===== config.mk =====
export PLATFORM = sky130hd
export DESIGN_NAME = rotating_slot_tag_allocator_unit
export DESIGN_NICKNAME = d
export VERILOG_FILES = /design/src/rsta_pkg.sv /design/src/rsta_rem.sv /design/src/rsta_table.sv /design/src/rotating_slot_tag_allocator_unit.sv
export SDC_FILE = /design/constraint.sdc
export NUM_CORES = 1
export LEC_CHECK = 0
export BUFFER_PORTS_ARGS = -buffer_cell sky130_fd_sc_hd__clkbuf_2
export CORE_MARGIN = 8
export CORE_UTILIZATION = 40
export DETAILED_ROUTE_END_ITERATION = 12
export SETUP_SLACK_MARGIN = 0.2
export SYNTH_ARGS = -nofsm -noshare
export SYNTH_HDL_FRONTEND = slang
export SYNTH_SLANG_ARGS = --single-unit
export TNS_END_PERCENT = 1

===== constraint.sdc =====
create_clock -name clk_i -period 7.3 [get_ports clk_i]
set_clock_uncertainty 0.1 [all_clocks]
set_input_delay 0.73 -clock clk_i [delete_from_list [all_inputs] [get_ports clk_i]]
set_output_delay 0.73 -clock clk_i [all_outputs]
set_load 0.05 [all_outputs]

===== src/rsta_pkg.sv =====
// ----------------------------------------------------------------------------
// rsta_pkg
// Shared types and codes for the rotating slot tag allocator.
// ----------------------------------------------------------------------------
package rsta_pkg;

  // action codes carried in tuser of the input stream
  localparam logic [2:0] ACT_ALLOC    = 3'd0;
  localparam logic [2:0] ACT_RELEASE  = 3'd1;
  localparam logic [2:0] ACT_MARK     = 3'd2;
  localparam logic [2:0] ACT_COMPLETE = 3'd3;
  localparam logic [2:0] ACT_QUERY    = 3'd4;

  // status codes carried in tuser of the output stream
  localparam logic [1:0] STS_OK      = 2'd0;
  localparam logic [1:0] STS_NO_SLOT = 2'd1;
  localparam logic [1:0] STS_RANGE   = 2'd2;

  localparam int unsigned TagW  = 32;
  localparam int unsigned SlotW = 7;

  // one entry of the slot table
  typedef struct packed {
    logic busy;
    logic ready;
  } rsta_ent_t;

  // one result word
  typedef struct packed {
    logic [1:0]       status;
    logic [SlotW-1:0] slot_out;
    logic [TagW-1:0]  tag_out;
    logic             ready_res;
  } rsta_res_t;

endpackage


===== src/rsta_rem.sv =====
// ----------------------------------------------------------------------------
// rsta_rem
// Trace tag mod SLOTS in three pipelined steps: fold the upper half onto the
// lower one, reciprocal multiply for the quotient, subtract back for the
// remainder.
// ----------------------------------------------------------------------------
module rsta_rem #(
  parameter int unsigned SLOTS = 128
) (
  input  logic                     clk_i,
  input  logic                     rst_ni,
  input  logic                     start_i,
  input  logic [31:0]              dividend_i,
  output logic                     done_o,
  output logic [$clog2(SLOTS)-1:0] rem_o
);

  localparam int unsigned AW = $clog2(SLOTS);
  localparam int unsigned FW = 26;           // width after the fold
  localparam int unsigned PW = 2 * FW + 1;   // quotient product width
  localparam int unsigned SH = FW + AW;
  // 2^16 mod SLOTS; hi * K + lo keeps the residue and stays below 2^26
  localparam logic [FW-1:0] FOLD_K = FW'((64'd1 << 16) % 64'(SLOTS));
  // floor(2^SH / SLOTS) + 1 gives the exact quotient for any value below 2^FW
  localparam logic [PW-1:0] RECIP  = PW'(((64'd1 << SH) / 64'(SLOTS)) + 64'd1);

  logic [FW-1:0] fold_q, fold_d;
  logic [FW-1:0] quo_q, quo_d;
  logic [AW-1:0] rem_q, rem_d;
  logic [PW-1:0] prod;
  logic [FW-1:0] back;
  logic          fold_vld_q;
  logic          quo_vld_q;
  logic          done_q;

  always_comb begin
    fold_d = FW'(dividend_i[15:0]) + FW'(dividend_i[31:16]) * FOLD_K;
    prod   = PW'(fold_q) * RECIP;
    quo_d  = FW'(prod >> SH);
    back   = fold_q - quo_q * FW'(SLOTS);
    rem_d  = back[AW-1:0];
  end

  always_ff @(posedge clk_i or negedge rst_ni) begin
    if (!rst_ni) begin
      fold_vld_q <= 1'b0;
      quo_vld_q  <= 1'b0;
      done_q     <= 1'b0;
    end else begin
      fold_vld_q <= start_i;
      quo_vld_q  <= fold_vld_q;
      done_q     <= quo_vld_q;
    end
  end

  always_ff @(posedge clk_i) begin
    if (start_i) begin
      fold_q <= fold_d;
    end
    if (fold_vld_q) begin
      quo_q <= quo_d;
    end
    if (quo_vld_q) begin
      rem_q <= rem_d;
    end
  end

  assign done_o = done_q;
  assign rem_o  = rem_q;

endmodule


===== src/rsta_table.sv =====
// ----------------------------------------------------------------------------
// rsta_table
// Slot table: busy and ready bits per slot, one write and one registered
// read per cycle.
// ----------------------------------------------------------------------------
module rsta_table #(
  parameter int unsigned SLOTS = 128
) (
  input  logic                     clk_i,
  input  logic                     we_i,
  input  logic [$clog2(SLOTS)-1:0] waddr_i,
  input  rsta_pkg::rsta_ent_t      wdata_i,
  input  logic [$clog2(SLOTS)-1:0] raddr_i,
  output rsta_pkg::rsta_ent_t      rdata_o
);

  import rsta_pkg::*;

  rsta_ent_t mem [SLOTS];
  rsta_ent_t rdata_q;

  always_ff @(posedge clk_i) begin
    if (we_i) begin
      mem[waddr_i] <= wdata_i;
    end
    rdata_q <= mem[raddr_i];
  end

  assign rdata_o = rdata_q;

endmodule


===== src/rotating_slot_tag_allocator_unit.sv =====
// ----------------------------------------------------------------------------
// rotating_slot_tag_allocator_unit
// Round-robin tag allocator over a table of SLOTS request slots.
// ----------------------------------------------------------------------------
// Takes one word at a time and returns one result word for each. After reset
// the slot table is swept clean before the first word is taken. Allocate
// probes one slot per cycle from the running counter, examining at most
// SLOTS slots. Release and mark waiting read the slot and write it back,
// query only reads it; complete first passes through the pipelined
// remainder unit that maps the trace tag onto a slot, then reads and writes
// it. Undefined actions and out-of-range slots go straight to the result.
// The input is not ready until the result has been taken.
module rotating_slot_tag_allocator_unit #(
  parameter int unsigned SLOTS = 128
) (
  input  logic        clk_i,
  input  logic        rst_ni,
  input  logic        s_axis_tvalid,
  output logic        s_axis_tready,
  input  logic [2:0]  s_axis_tuser,   // action
  input  logic [39:0] s_axis_tdata,   // slot[6:0], trace_tag[38:7], pad
  output logic        m_axis_tvalid,
  input  logic        m_axis_tready,
  output logic [1:0]  m_axis_tuser,   // status
  output logic [39:0] m_axis_tdata    // slot_out[6:0], tag_out[38:7], ready_res
);

  import rsta_pkg::*;

  localparam int unsigned AW = $clog2(SLOTS);

  localparam logic [2:0] ST_CLEAR = 3'd0;
  localparam logic [2:0] ST_IDLE  = 3'd1;
  localparam logic [2:0] ST_ALLOC = 3'd2;
  localparam logic [2:0] ST_MOD   = 3'd3;
  localparam logic [2:0] ST_READ  = 3'd4;
  localparam logic [2:0] ST_WRITE = 3'd5;
  localparam logic [2:0] ST_OUT   = 3'd6;

  // next slot index for a counter step; a counter wrap restarts at slot zero
  function automatic logic [AW-1:0] nxt_idx(input logic [AW-1:0] idx,
                                            input logic [31:0]   cnt);
    logic wrap;
    wrap = (cnt == 32'hFFFF_FFFF) || (idx == AW'(SLOTS - 1));
    return wrap ? '0 : idx + AW'(1);
  endfunction

  logic [2:0]    state_q, state_d;
  logic [2:0]    act_q, act_d;
  logic [31:0]   ctr_q, ctr_d;
  logic [AW-1:0] idx_q, idx_d;       // always ctr_q mod SLOTS
  logic [31:0]   cand_cnt_q, cand_cnt_d;
  logic [AW-1:0] cand_idx_q, cand_idx_d;
  logic [AW-1:0] ahead_q, ahead_d;   // slot being read for the next probe
  logic [AW-1:0] probe_q, probe_d;
  logic [AW-1:0] op_idx_q, op_idx_d;
  rsta_res_t     res_q, res_d;

  logic          in_acc;
  logic [2:0]    in_act;
  logic [6:0]    in_slot;
  logic [31:0]   in_tag;
  logic [31:0]   cand_inc;

  logic          tbl_we;
  logic [AW-1:0] tbl_waddr;
  rsta_ent_t     tbl_wdata;
  logic [AW-1:0] tbl_raddr;
  rsta_ent_t     tbl_rdata;

  logic          rem_start;
  logic          rem_done;
  logic [AW-1:0] rem_val;

  assign in_act  = s_axis_tuser;
  assign in_slot = s_axis_tdata[6:0];
  assign in_tag  = s_axis_tdata[38:7];
  assign in_acc  = s_axis_tvalid && s_axis_tready;
  assign cand_inc = cand_cnt_q + 32'd1;

  always_comb begin
    state_d    = state_q;
    act_d      = act_q;
    ctr_d      = ctr_q;
    idx_d      = idx_q;
    cand_cnt_d = cand_cnt_q;
    cand_idx_d = cand_idx_q;
    ahead_d    = ahead_q;
    probe_d    = probe_q;
    op_idx_d   = op_idx_q;
    res_d      = res_q;
    tbl_we     = 1'b0;
    tbl_waddr  = op_idx_q;
    tbl_wdata  = tbl_rdata;
    tbl_raddr  = op_idx_q;
    rem_start  = 1'b0;

    unique case (state_q)
      ST_CLEAR: begin
        tbl_we    = 1'b1;
        tbl_wdata = '{busy: 1'b0, ready: 1'b1};
        op_idx_d  = op_idx_q + AW'(1);
        if (op_idx_q == AW'(SLOTS - 1)) begin
          state_d = ST_IDLE;
        end
      end

      ST_IDLE: begin
        tbl_raddr = idx_q;
        if (in_acc) begin
          act_d = in_act;
          case (in_act) inside
            ACT_ALLOC: begin
              cand_cnt_d = ctr_q;
              cand_idx_d = idx_q;
              ahead_d    = nxt_idx(idx_q, ctr_q);
              probe_d    = '0;
              state_d    = ST_ALLOC;
            end
            ACT_RELEASE, ACT_MARK, ACT_QUERY: begin
              if (32'(in_slot) >= 32'(SLOTS)) begin
                res_d   = '{status: STS_RANGE, slot_out: in_slot,
                            tag_out: '0, ready_res: 1'b0};
                state_d = ST_OUT;
              end else begin
                op_idx_d = AW'(in_slot);
                state_d  = ST_READ;
              end
            end
            ACT_COMPLETE: begin
              rem_start = 1'b1;
              state_d   = ST_MOD;
            end
            default: begin
              res_d   = '0;
              state_d = ST_OUT;
            end
          endcase
        end
      end

      ST_ALLOC: begin
        // read data belongs to cand_idx_q; the table reads one slot ahead
        tbl_raddr = ahead_q;
        if (!tbl_rdata.busy) begin
          tbl_we    = 1'b1;
          tbl_waddr = cand_idx_q;
          tbl_wdata = '{busy: 1'b1, ready: tbl_rdata.ready};
          ctr_d     = cand_inc;
          idx_d     = ahead_q;
          res_d     = '{status: STS_OK, slot_out: SlotW'(cand_idx_q),
                        tag_out: cand_cnt_q, ready_res: tbl_rdata.ready};
          state_d   = ST_OUT;
        end else if (probe_q == AW'(SLOTS - 1)) begin
          res_d   = '{status: STS_NO_SLOT, slot_out: '0, tag_out: '0,
                      ready_res: 1'b0};
          state_d = ST_OUT;
        end else begin
          cand_cnt_d = cand_inc;
          cand_idx_d = ahead_q;
          ahead_d    = nxt_idx(ahead_q, cand_inc);
          probe_d    = probe_q + AW'(1);
        end
      end

      ST_MOD: begin
        if (rem_done) begin
          op_idx_d = rem_val;
          state_d  = ST_READ;
        end
      end

      ST_READ: begin
        state_d = ST_WRITE;
      end

      ST_WRITE: begin
        res_d = '{status: STS_OK, slot_out: SlotW'(op_idx_q), tag_out: '0,
                  ready_res: tbl_rdata.ready};
        case (act_q)
          ACT_RELEASE: begin
            tbl_we    = 1'b1;
            tbl_wdata = '{busy: 1'b0, ready: tbl_rdata.ready};
          end
          ACT_MARK: begin
            tbl_we          = 1'b1;
            tbl_wdata       = '{busy: tbl_rdata.busy, ready: 1'b0};
            res_d.ready_res = 1'b0;
          end
          ACT_COMPLETE: begin
            tbl_we          = 1'b1;
            tbl_wdata       = '{busy: tbl_rdata.busy, ready: 1'b1};
            res_d.ready_res = 1'b1;
          end
          default: begin
          end
        endcase
        state_d = ST_OUT;
      end

      ST_OUT: begin
        if (m_axis_tready) begin
          state_d = ST_IDLE;
        end
      end

      default: begin
        state_d = ST_IDLE;
      end
    endcase
  end

  always_ff @(posedge clk_i or negedge rst_ni) begin
    if (!rst_ni) begin
      state_q  <= ST_CLEAR;
      ctr_q    <= '0;
      idx_q    <= '0;
      op_idx_q <= '0;
      probe_q  <= '0;
    end else begin
      state_q  <= state_d;
      ctr_q    <= ctr_d;
      idx_q    <= idx_d;
      op_idx_q <= op_idx_d;
      probe_q  <= probe_d;
    end
  end

  always_ff @(posedge clk_i) begin
    act_q      <= act_d;
    cand_cnt_q <= cand_cnt_d;
    cand_idx_q <= cand_idx_d;
    ahead_q    <= ahead_d;
    res_q      <= res_d;
  end

  rsta_table #(
    .SLOTS (SLOTS)
  ) u_table (
    .clk_i   (clk_i),
    .we_i    (tbl_we),
    .waddr_i (tbl_waddr),
    .wdata_i (tbl_wdata),
    .raddr_i (tbl_raddr),
    .rdata_o (tbl_rdata)
  );

  rsta_rem #(
    .SLOTS (SLOTS)
  ) u_rem (
    .clk_i      (clk_i),
    .rst_ni     (rst_ni),
    .start_i    (rem_start),
    .dividend_i (in_tag),
    .done_o     (rem_done),
    .rem_o      (rem_val)
  );

  assign s_axis_tready = (state_q == ST_IDLE);
  assign m_axis_tvalid = (state_q == ST_OUT);
  assign m_axis_tuser  = res_q.status;
  assign m_axis_tdata  = {res_q.ready_res, res_q.tag_out, res_q.slot_out};

endmodule

== Word-level counts from Yosys, hierarchy flattened ==
Memory sizes are Yosys's and may differ from the RTL's. A register that Yosys moved wholly into a read port is not among the register bits.
Cells that the tools add are included.
W data, S select, Z words.
Word-level totals
  memories kept: 1
  logic and storage cells: 133
  bits in writable memories: 256
  output and inout port bits: 44
  bits in registers: 173
Operators by class
  mux-type cells: 60
  reductions and logical operators: 16
  bitwise gates (word level): 1
  equality and inequality tests: 31
  $add $sub $neg: 6
Memories
  u_table.mem: depth 128, bits a word 2, read ports 1, clocked after Yosys merged registers in 1, wr ports 1, line rsta_table.sv:19  | rsta_ent_t mem [SLOTS];
Operator list (count)
  $mux W42: 6
  $mux W7: 20
  $mux W32: 4
  $pmux W42 S3: 1
  $eq A32 B32 Y1 const B: 2
  $pmux W32 S2: 1
  $pmux W7 S2: 4
  $add A32 B1 Y32 const B: 1
  $add A7 B1 Y7 const B: 4
  $eq A7 B7 Y1 const B: 4
  $mux W3: 9
  $pmux W3 S7: 1
  $pmux W7 S3: 1
  $eq A3 B2 Y1 const B: 6
  $reduce_and A5 Y1: 3
  $eq A3 B3 Y1 const B: 4
  $ne A2 B1 Y1 const B: 6
  $pmux W2 S3: 2
  $ne A2 B2 Y1 const B: 5
  $eq A3 B1 Y1 const B: 3
  $mux W1: 9
  $sub A7 B1 Y7 const B: 1
  $logic_not A3 Y1: 2
  $reduce_and A6 Y1: 1
  other kinds (10): 14

== Depth between registers and ports, before layout ==
Gate-level depths: netlist of run 1.
  depth in word-level cells: 7
  gate-level depth with buffers: 14
  mapped depth without buffers: 10

== By module ==
A second synthesis of run 1 with hierarchy kept.
Second synthesis, totals
  cell total of the unflattened synthesis: 1383
  area, all modules: 18475.2 sq um
By module, submodules not included
  rsta_table: sequential area each 7727.4 sq um, area an instance 10612.7 sq um, cells an instance 611, instances 1
  rotating_slot_tag_allocator_unit: sequential area each 4103.9 sq um, area an instance 7367.1 sq um, cells an instance 755, instances 1
  rsta_rem: sequential area each 495.5 sq um, area an instance 495.5 sq um, cells an instance 17, instances 1

== Least setup slack after synthesis of run 1 ==
No wires, ideal clock.
  path type: flip-flop to flip-flop
  start point: reg state_q[2]
  end point: mem u_table.mem[0][1] in the netlist's numbering (data pin)
  buffers on the path: 3
  cell stages (with the launch flop): 11
  data required time: 6.309 ns
  path slack: 0.682 ns
  arrival time: 5.628 ns
  path through: dfrtp_1 -> clkbuf_1 -> inv_1 -> clkbuf_1 -> nand2_1 -> inv_1 -> nand2_1 -> o211ai_1 -> clkbuf_1 -> o22ai_1 -> a21oi_1
RTL lines
  from (decl): line rotating_slot_tag_allocator_unit.sv:48  | logic [2:0] state_q, state_d;
  from (signal assigned): line rotating_slot_tag_allocator_unit.sv:221  | state_q <= state_d;
  to (decl): line rsta_table.sv:19

== Worst setup path in the final report of run 1 ==
  start point: reg state_q[1]
  end point: mem u_table.mem[35][0] in the netlist's numbering (enable)
On the way
  word-level cells in the longest chain between the ends: 4
Ends and longest elaborated chain
  $eq A3 B3 Y1, or another cell as far along: line rotating_slot_tag_allocator_unit.sv:98  | unique case (state_q)
  $pmux W1 S3: line rotating_slot_tag_allocator_unit.sv:98
  $mux W1: line rsta_table.sv:23  | if (we_i) begin
  $mux W1 (implied by the code): line rsta_table.sv:24  | mem[waddr_i] <= wdata_i;
Parallel ways exist; a longest one is shown, timed or not.

==> run metrics, run 1 <==
status finished clean; CTS tree built; met1 usage 0.233; 1st-pass router iterations 5; share of cells above drive strength 1 0.0945; Synth Area in XOR/XNOR 0.0179; initial core utilization 0.402; Lkg Pwr 7.45 nW; placed cells between 2000 and 2500; largest net degree at the start of global routing roughly 110; largest family of logic cells by synthesized area simple AND/OR/NAND/NOR gates; kind of critical path reg2reg; I/O pin total between 90 and 100; postcts setup bufs 0; setup TNS 0 ns; CP cell instances nor3b_2, buf_4, nand2b_2, buf_4, o21ai_0, nand3_1, nor2_1; initial antenna violation count 0; first-pass GRT wire length 75.0 mm; crit end category flip-flop; adder-cell share of the synthesized area 0.00394; mux cell area share after synthesis 0.0260; core region area approximately 0.047 mm^2; fillcell total roughly 4400; critical path data arrival time 4.74 ns; die area 0.0549 mm^2; maximum vdd drop approximately 0.37 mV; Clk pin slew, worst setup/hold paths about 0.060 ns; clock latency on the worst-skew pair approximately 0.58 ns; startpoint types flip-flop; Simple-Gate Fraction of Synth Area 0.179; Synth Area in Compound Gates 0.102; Max Clk Rate roughly 220 MHz; total power ~10 mW; Die Wd about 230 um; Net Count, Synth around 1800; drt initial violations 1084; root buffer cell clkbuf_16; CP max stage delay around 0.95 ns; count of cell types in the netlist 64; Synth Flop Type edfxtp_1; clock tree buffer depth 3; H-tree Lvls 2; GRT Resource Usage Total 0.175; flip-flop and latch area around 0.012 mm^2; CP max FO 50; via total after detailed routing between 10000 and 15000; total CTS buffers 42; vias in the first global route around 13000; synthesized area about 0.019 mm^2; EDFF count, synth 360; vias per cell ~5.6; cells after synthesis about 1700; Synthesis Warnings 0; delay-heaviest family, CP simple AND/OR/NAND/NOR gates; Yosys reg bits 421; CP bufs+invs 2; Avg Inst Size Synth 11.1 um^2; ant diodes 0; min-delay worst type in2async; GPL Wtd Cong 0.804; Slew headroom 0.205; # resized after CTS 0; WL/cell 20.3 um; GR peak layer met2; power density cells 470 mW/mm^2; cell row count 80; dpl hpwl 29.6 mm; Required @ worst endpoint 7.44 ns; CTS Sinks between 400 and 500; Final Max Tran Viols 0; antenna viol nets, final 0; Die Y approximately 230 um; max-cap viol count 0; multi-input logic area around 0.0063 mm^2; DRC 0; Final Non-Filler Cells 2383; fin nets between 1500 and 2000; sequential share of the synthesized area 0.647; Tmin final ~4.6 ns; synth-to-layout area growth 11.7%; CP most frequent cell buf_4; Tcrit/Tclk final 0.631; Post-synth ARST share 0.140; RSZ-0062 raised after global routing no; Post-CTS Hold Buffers 0; Congestion Overflow GR 0; final setup vio count 0; met3 GRT Util 0.0285; WL final approximately 48 mm; final hold viol count 0; critical path's slowest cell nand3_1; Slew @ Worst Pin around 1.2 ns; met2 usage 0.296; IO buf count 63
## logic make-up (layout without fill, tap and decap cells)
family,count (synthesis),count (layout)
compound gates,307,307
simple gates,772,772
fa+ha+maj,6,6
other cells,1,1
flops,421,421
buf+inv,115,173
mux,49,49
xor+xnor,39,39
## placed cells by master, fill, tap and decap left out, types with 19 or more instances in the layout
cell type,count
clkbuf_16,43
buf_4,21
o21ai_0,96
and3_1,19
xor2_1,23
and2_1,37
clkbuf_2,63
edfxtp_1,360
nor2_1,187
nand3_1,73
mux2i_1,45
nand4_1,20
nand2_1,346
a21oi_1,77
dfrtp_1,59
nor3_1,25
## synth_stat cells (all sizes together), types with 3 or more instances
| cell type | count | share of area |
|---|---|---|
| and2 | 38 | 0.012 |
| edfxtp | 360 | 0.57 |
| a32oi | 5 | 0.0023 |
| or3 | 5 | 0.0019 |
| or4 | 4 | 0.0016 |
| dfrtp | 59 | 0.077 |
| o22ai | 8 | 0.0026 |
| o211ai | 10 | 0.0039 |
| a21boi | 3 | 0.0012 |
| nand3b | 7 | 0.0028 |
| o32ai | 5 | 0.0023 |
| o22a | 5 | 0.0023 |
| a221oi | 8 | 0.0037 |
| inv | 11 | 0.0022 |
| a22o | 8 | 0.0037 |
| xor2 | 23 | 0.011 |
| o21ai | 97 | 0.026 |
| xnor2 | 16 | 0.0074 |
| o32a | 4 | 0.0021 |
| a211oi | 7 | 0.0028 |
| nor3b | 6 | 0.0026 |
| nand2b | 15 | 0.0049 |
| a31oi | 12 | 0.0039 |
| buf | 22 | 0.0055 |
| o31ai | 8 | 0.0032 |
| mux2i | 45 | 0.024 |
| nand3 | 73 | 0.019 |
| nor3 | 26 | 0.0068 |
| mux2 | 4 | 0.0024 |
| clkbuf | 82 | 0.016 |
| nor2b | 7 | 0.0023 |
| a311oi | 14 | 0.0064 |
| nor4 | 9 | 0.0033 |
| a22oi | 16 | 0.0063 |
| nor2 | 189 | 0.037 |
| nand4 | 21 | 0.0072 |
| and3 | 19 | 0.0062 |
| a21oi | 80 | 0.021 |
| ha | 6 | 0.0039 |
| nand2 | 349 | 0.069 |
## sequential cells by signal (all words and copies together) (netlist names), 32 cells and up
register      count
ctr_q            32
m_axis_tdata     40
cand_cnt_q       32
u_table.mem     256
## report_power, final
part	total [mW]	leakage [nW]	switching [mW]	internal (mW)
combinational	4.15	2.76	3.04	1.11
sequential	3.71	4.04	0.299	3.42
clock	2.13	0.648	0.922	1.20
total	9.99	7.45	4.26	5.73
## metrics by stage
step,util,setup WS (ns),hold slack [ns],area (um^2)
3_5_place_dp,0.421,2.72,0.243,20000
5_1_grt,0.449,2.37,0.219,21300
3_3_place_gp,0.421,2.86,0.233,20000
4_1_cts,0.449,2.70,0.217,21300
6_report,0.449,2.70,0.226,21300
2_1_floorplan,-,0.682,0.231,19100
## path summary, 6_finish.rpt
path,startpoint,to,slack (ns),depth (start not counted)
worst min register to register,u_rem.fold_vld_q$_DFF_PN0_,u_rem.quo_vld_q$_DFF_PN0_,0.25,0
min in group clk_i,s_axis_tdata[11],u_rem.fold_q[4]$_DFFE_PP_,0.24,1
worst max register to register,state_q[1]$_DFFE_PN0P_,u_table.mem[35][0]$_DFFE_PP_,2.70,7
worst min-delay path,rst_ni,state_q[0]$_DFFE_PN0P_,0.23,2
max in group asynchronous,rst_ni,ctr_q[28]$_DFFE_PN0P_,6.31,2
worst max-delay path,state_q[1]$_DFFE_PN0P_,u_table.mem[35][0]$_DFFE_PP_,2.70,7
## area by class of cell
cell class / count / area share
clock buffer: 55 / 0.0532
clock inverter: 22 / 0.00917
inverter: 11 / 0.00194
multi-input combinational: 1174 / 0.297
sequential: 421 / 0.579
tap: 615 / 0.0362
timing repair buffer: 85 / 0.0232
## layer usage
| metal | share of wire | wire, um | vias up |
|---|---|---|---|
| met3 | 0.058 | 2810 | 72 |
| met1 | 0.44 | 21100 | 6610 |
| met4 | 0.019 | 918 | 0 |
| met2 | 0.49 | 23500 | 413 |
| li1 | - | - | 6251 |
| met5 | 0 | 0 | - |
Note: power is estimated with default switching activity, not from simulation.
==> inputs of run 2 (changes only) <==
ABC_AREA = 1   (was default)
clock period = 4.8 ns   (was 7.3 ns; I/O delays follow)
==> run 2 against run 1 <==
Against the previous run: first-iteration DRC count rose by 11%; largest cell class unchanged; core utilization rose by 0.45 points; sequential cell count did not move; sequential share of layout area fell by 3.7 points; critical path type unchanged; critical path depth rose by 2; sequential power rose by 51%; routed wire length rose by 5.5%; via count rose by 14%.
==> run metrics, run 2 <==
status finished clean; CP Depth 9; Die Y 241 um; Avg Inst Size Synth ~9.4 um^2; largest cells by area after synthesis edfxtp_1 53%, dfrtp_1 7.3%, nand2_1 7.0%, inv_1 6.5%, nand3_1 6.5%; total CTS buffers 45; cells after synthesis 2154; synth-to-layout area growth 12.4%; adder-cell share of the synthesized area 0.00371; final setup vio count 0; count of cell types in the netlist 44; max-cap viol count 0; GPL Wtd Cong slightly below 0.9; most common cell in the synthesized netlist nand2_1; clock tree buffer depth 3; dpl hpwl approximately 31 mm; CTS Sinks 421; Tmin final around 4.1 ns; crit end category flip-flop; CP most frequent cell nor2_1; core region area roughly 0.050 mm^2; Synth Flop Type edfxtp_1; first-pass GRT wire length slightly above 80 mm; Top reg by flops u_table.mem; fin nets 2243; min-delay worst type in2reg; initial antenna violation count 0; clock latency on the worst-skew pair 0.59 ns; Congestion Overflow GR 0; CP cell instances inv_2, nand3_4, nor2_4, nand2_1, o21ai_0, inv_1, nor2_1, nand3_1, nor2_1; Die Wd between 200 and 250 um; Simple-Gate Fraction of Synth Area 0.234; Tcrit/Tclk final 0.847; power density cells approximately 700 mW/mm^2; Yosys reg bits about 420; Hold Path Stages 1; synthesized area ~0.020 mm^2; multi-input logic area 0.00615 mm^2; Hold WS about 0.051 ns; Post-synth ARST share 0.140; largest family of logic cells by synthesized area simple AND/OR/NAND/NOR gates; Synth Area in Compound Gates 0.0482; critical path's slowest cell nand3_1; Final Max Tran Viols 0; Synth top cells by count 375 x nand2_1, 360 x edfxtp_1, 351 x inv_1; GRT Resource Usage Total 0.176; via total after detailed routing 15200; WL/cell 17.6 um; RSZ-0062 raised after global routing no; Lkg Pwr between 9 and 10 nW; Clk pin slew, worst setup/hold paths roughly 0.060 ns; Core Util, Final 0.454; CP bufs+invs 2; sequential share of the synthesized area 0.609; cell row count between 80 and 90; die area 0.0580 mm^2; final hold viol count 0; antenna viol nets, final 0; Reg2Reg Depth 9; Slew @ Worst Pin between 1 and 1.5 ns; post-synth top area share 0.534; postcts setup bufs 0; drt initial violations 1201; largest area contributor in the netlist edfxtp_1; vias in the first global route ~15000; CP max FO 46; Max Clk Rate 246 MHz; mux cell area share after synthesis 0; ant diodes 0; Slew headroom 0.155; largest net degree at the start of global routing approximately 150; critical path data arrival time ~4.2 ns; fillcell total 4838; CP max stage delay 0.75 ns; max reg flops about 260; Synthesis Warnings 0; delay-heaviest family, CP simple AND/OR/NAND/NOR gates; share of cells above drive strength 1 0.0799; vias per cell 5.23; kind of critical path reg2reg; I/O pin total a little over 90; root buffer cell clkbuf_16; 1st-pass router iterations 5; CTS tree built; H-tree Lvls 2; WL final 50.9 mm; Synth Area in XOR/XNOR 0.0143; DRC 0; startpoint types flip-flop; most frequent cells in the layout 372 x nand2_1, 360 x edfxtp_1, 350 x inv_1; maximum vdd drop 0.941 mV; flip-flop and latch area around 0.012 mm^2; EDFF count, synth 360; Required @ worst endpoint about 4.9 ns; Net Count, Synth about 2200; IO buf count 63; most common cell after layout, fill and taps aside nand2_1; initial core utilization 0.404
==> run 2: cell count changes in the layout (fill, tap and decap cells not counted), moves of 37 or more <==
| cell | before | now |
|---|---|---|
| nand3_1 | 73 | 263 |
| a21oi_1 | 77 | 17 |
| nand4_1 | 20 | 127 |
| mux2i_1 | 45 | 0 |
| and2_1 | 37 | 0 |
| nor2_1 | 187 | 230 |
| inv_1 | 10 | 350 |
==> run 2: final timing paths <==
kind                                            start                      endpoint  slack [ns]
max reg2reg                    state_q[2]$_DFFE_PN0P_  u_table.mem[44][1]$_DFFE_PP_        0.74
min in group asynchronous                      rst_ni        probe_q[0]$_DFFE_PN0P_        0.51
max                            state_q[2]$_DFFE_PN0P_  u_table.mem[44][1]$_DFFE_PP_        0.74
min                                   s_axis_tuser[2]            act_q[2]$_DFFE_PP_        0.05
max in group asynchronous                      rst_ni         ctr_q[24]$_DFFE_PN0P_        3.52
min reg2reg                u_rem.fold_vld_q$_DFF_PN0_     u_rem.quo_vld_q$_DFF_PN0_        0.25
==> run 2: layout make-up <==
cell class,count,area share
flip-flops and latches,421,0.542
multi-input cells,1265,0.270
inverters,360,0.0595
clock buffers,64,0.0558
well taps,672,0.0370
repair buffers,97,0.0279
clock inverters,20,0.00721
==> run 2: timing repair <==
item                      in CTS  in global routing
hold buffers                  10                  0
hold endpoints to repair      20                  0
resized for setup              0                  0
==> run 2: per-layer routing <==
metal,up-vias,track usage,part of all wire
li1,7304,-,-
met2,448,0.297,0.49
met1,7329,0.232,0.43
met5,-,0,0
met4,0,0.0459,0.019
met3,80,0.0320,0.062
==> run 2: worst reg2reg max path, delay by kind of cell (launching register included) <==
kind	cells	cell delay, ns
AO/OA/AOI/OAI	1	0.23
buffers and inverters	2	0.31
flip-flops	1	0.42
AND/OR/NAND/NOR	6	2.69
==> run 2: metrics by stage <==
stage          TNS [ns]  instances  setup slack [ns]  cell area [um^2]  power (mW)
2_1_floorplan    -59.16       2154            -0.389             20200        10.6
3_3_place_gp          0       2805             0.840             21200        12.6
3_5_place_dp          0       2805             0.811             21200        12.7
4_1_cts               0       2899             0.804             22700        16.1
5_1_grt               0       2899             0.347             22700        17.0
6_report              0       2899             0.735             22700        16.0
==> run 2: cells by family (layout without fill, tap and decap cells) <==
family | after synthesis | after routing
compound gates | 174 | 174
xor+xnor | 33 | 33
fa+ha+maj | 6 | 6
buf+inv | 468 | 541
flops | 421 | 421
other cells | 1 | 1
simple gates | 1051 | 1051
==> run 2: power by group <==
| part | switching (mW) | internal (mW) | leakage (nW) |
|---|---|---|---|
| Combinational | 5.35 | 1.70 | 4.45 |
| Clock | 1.43 | 1.95 | 0.692 |
| Sequential | 0.300 | 5.29 | 4.04 |
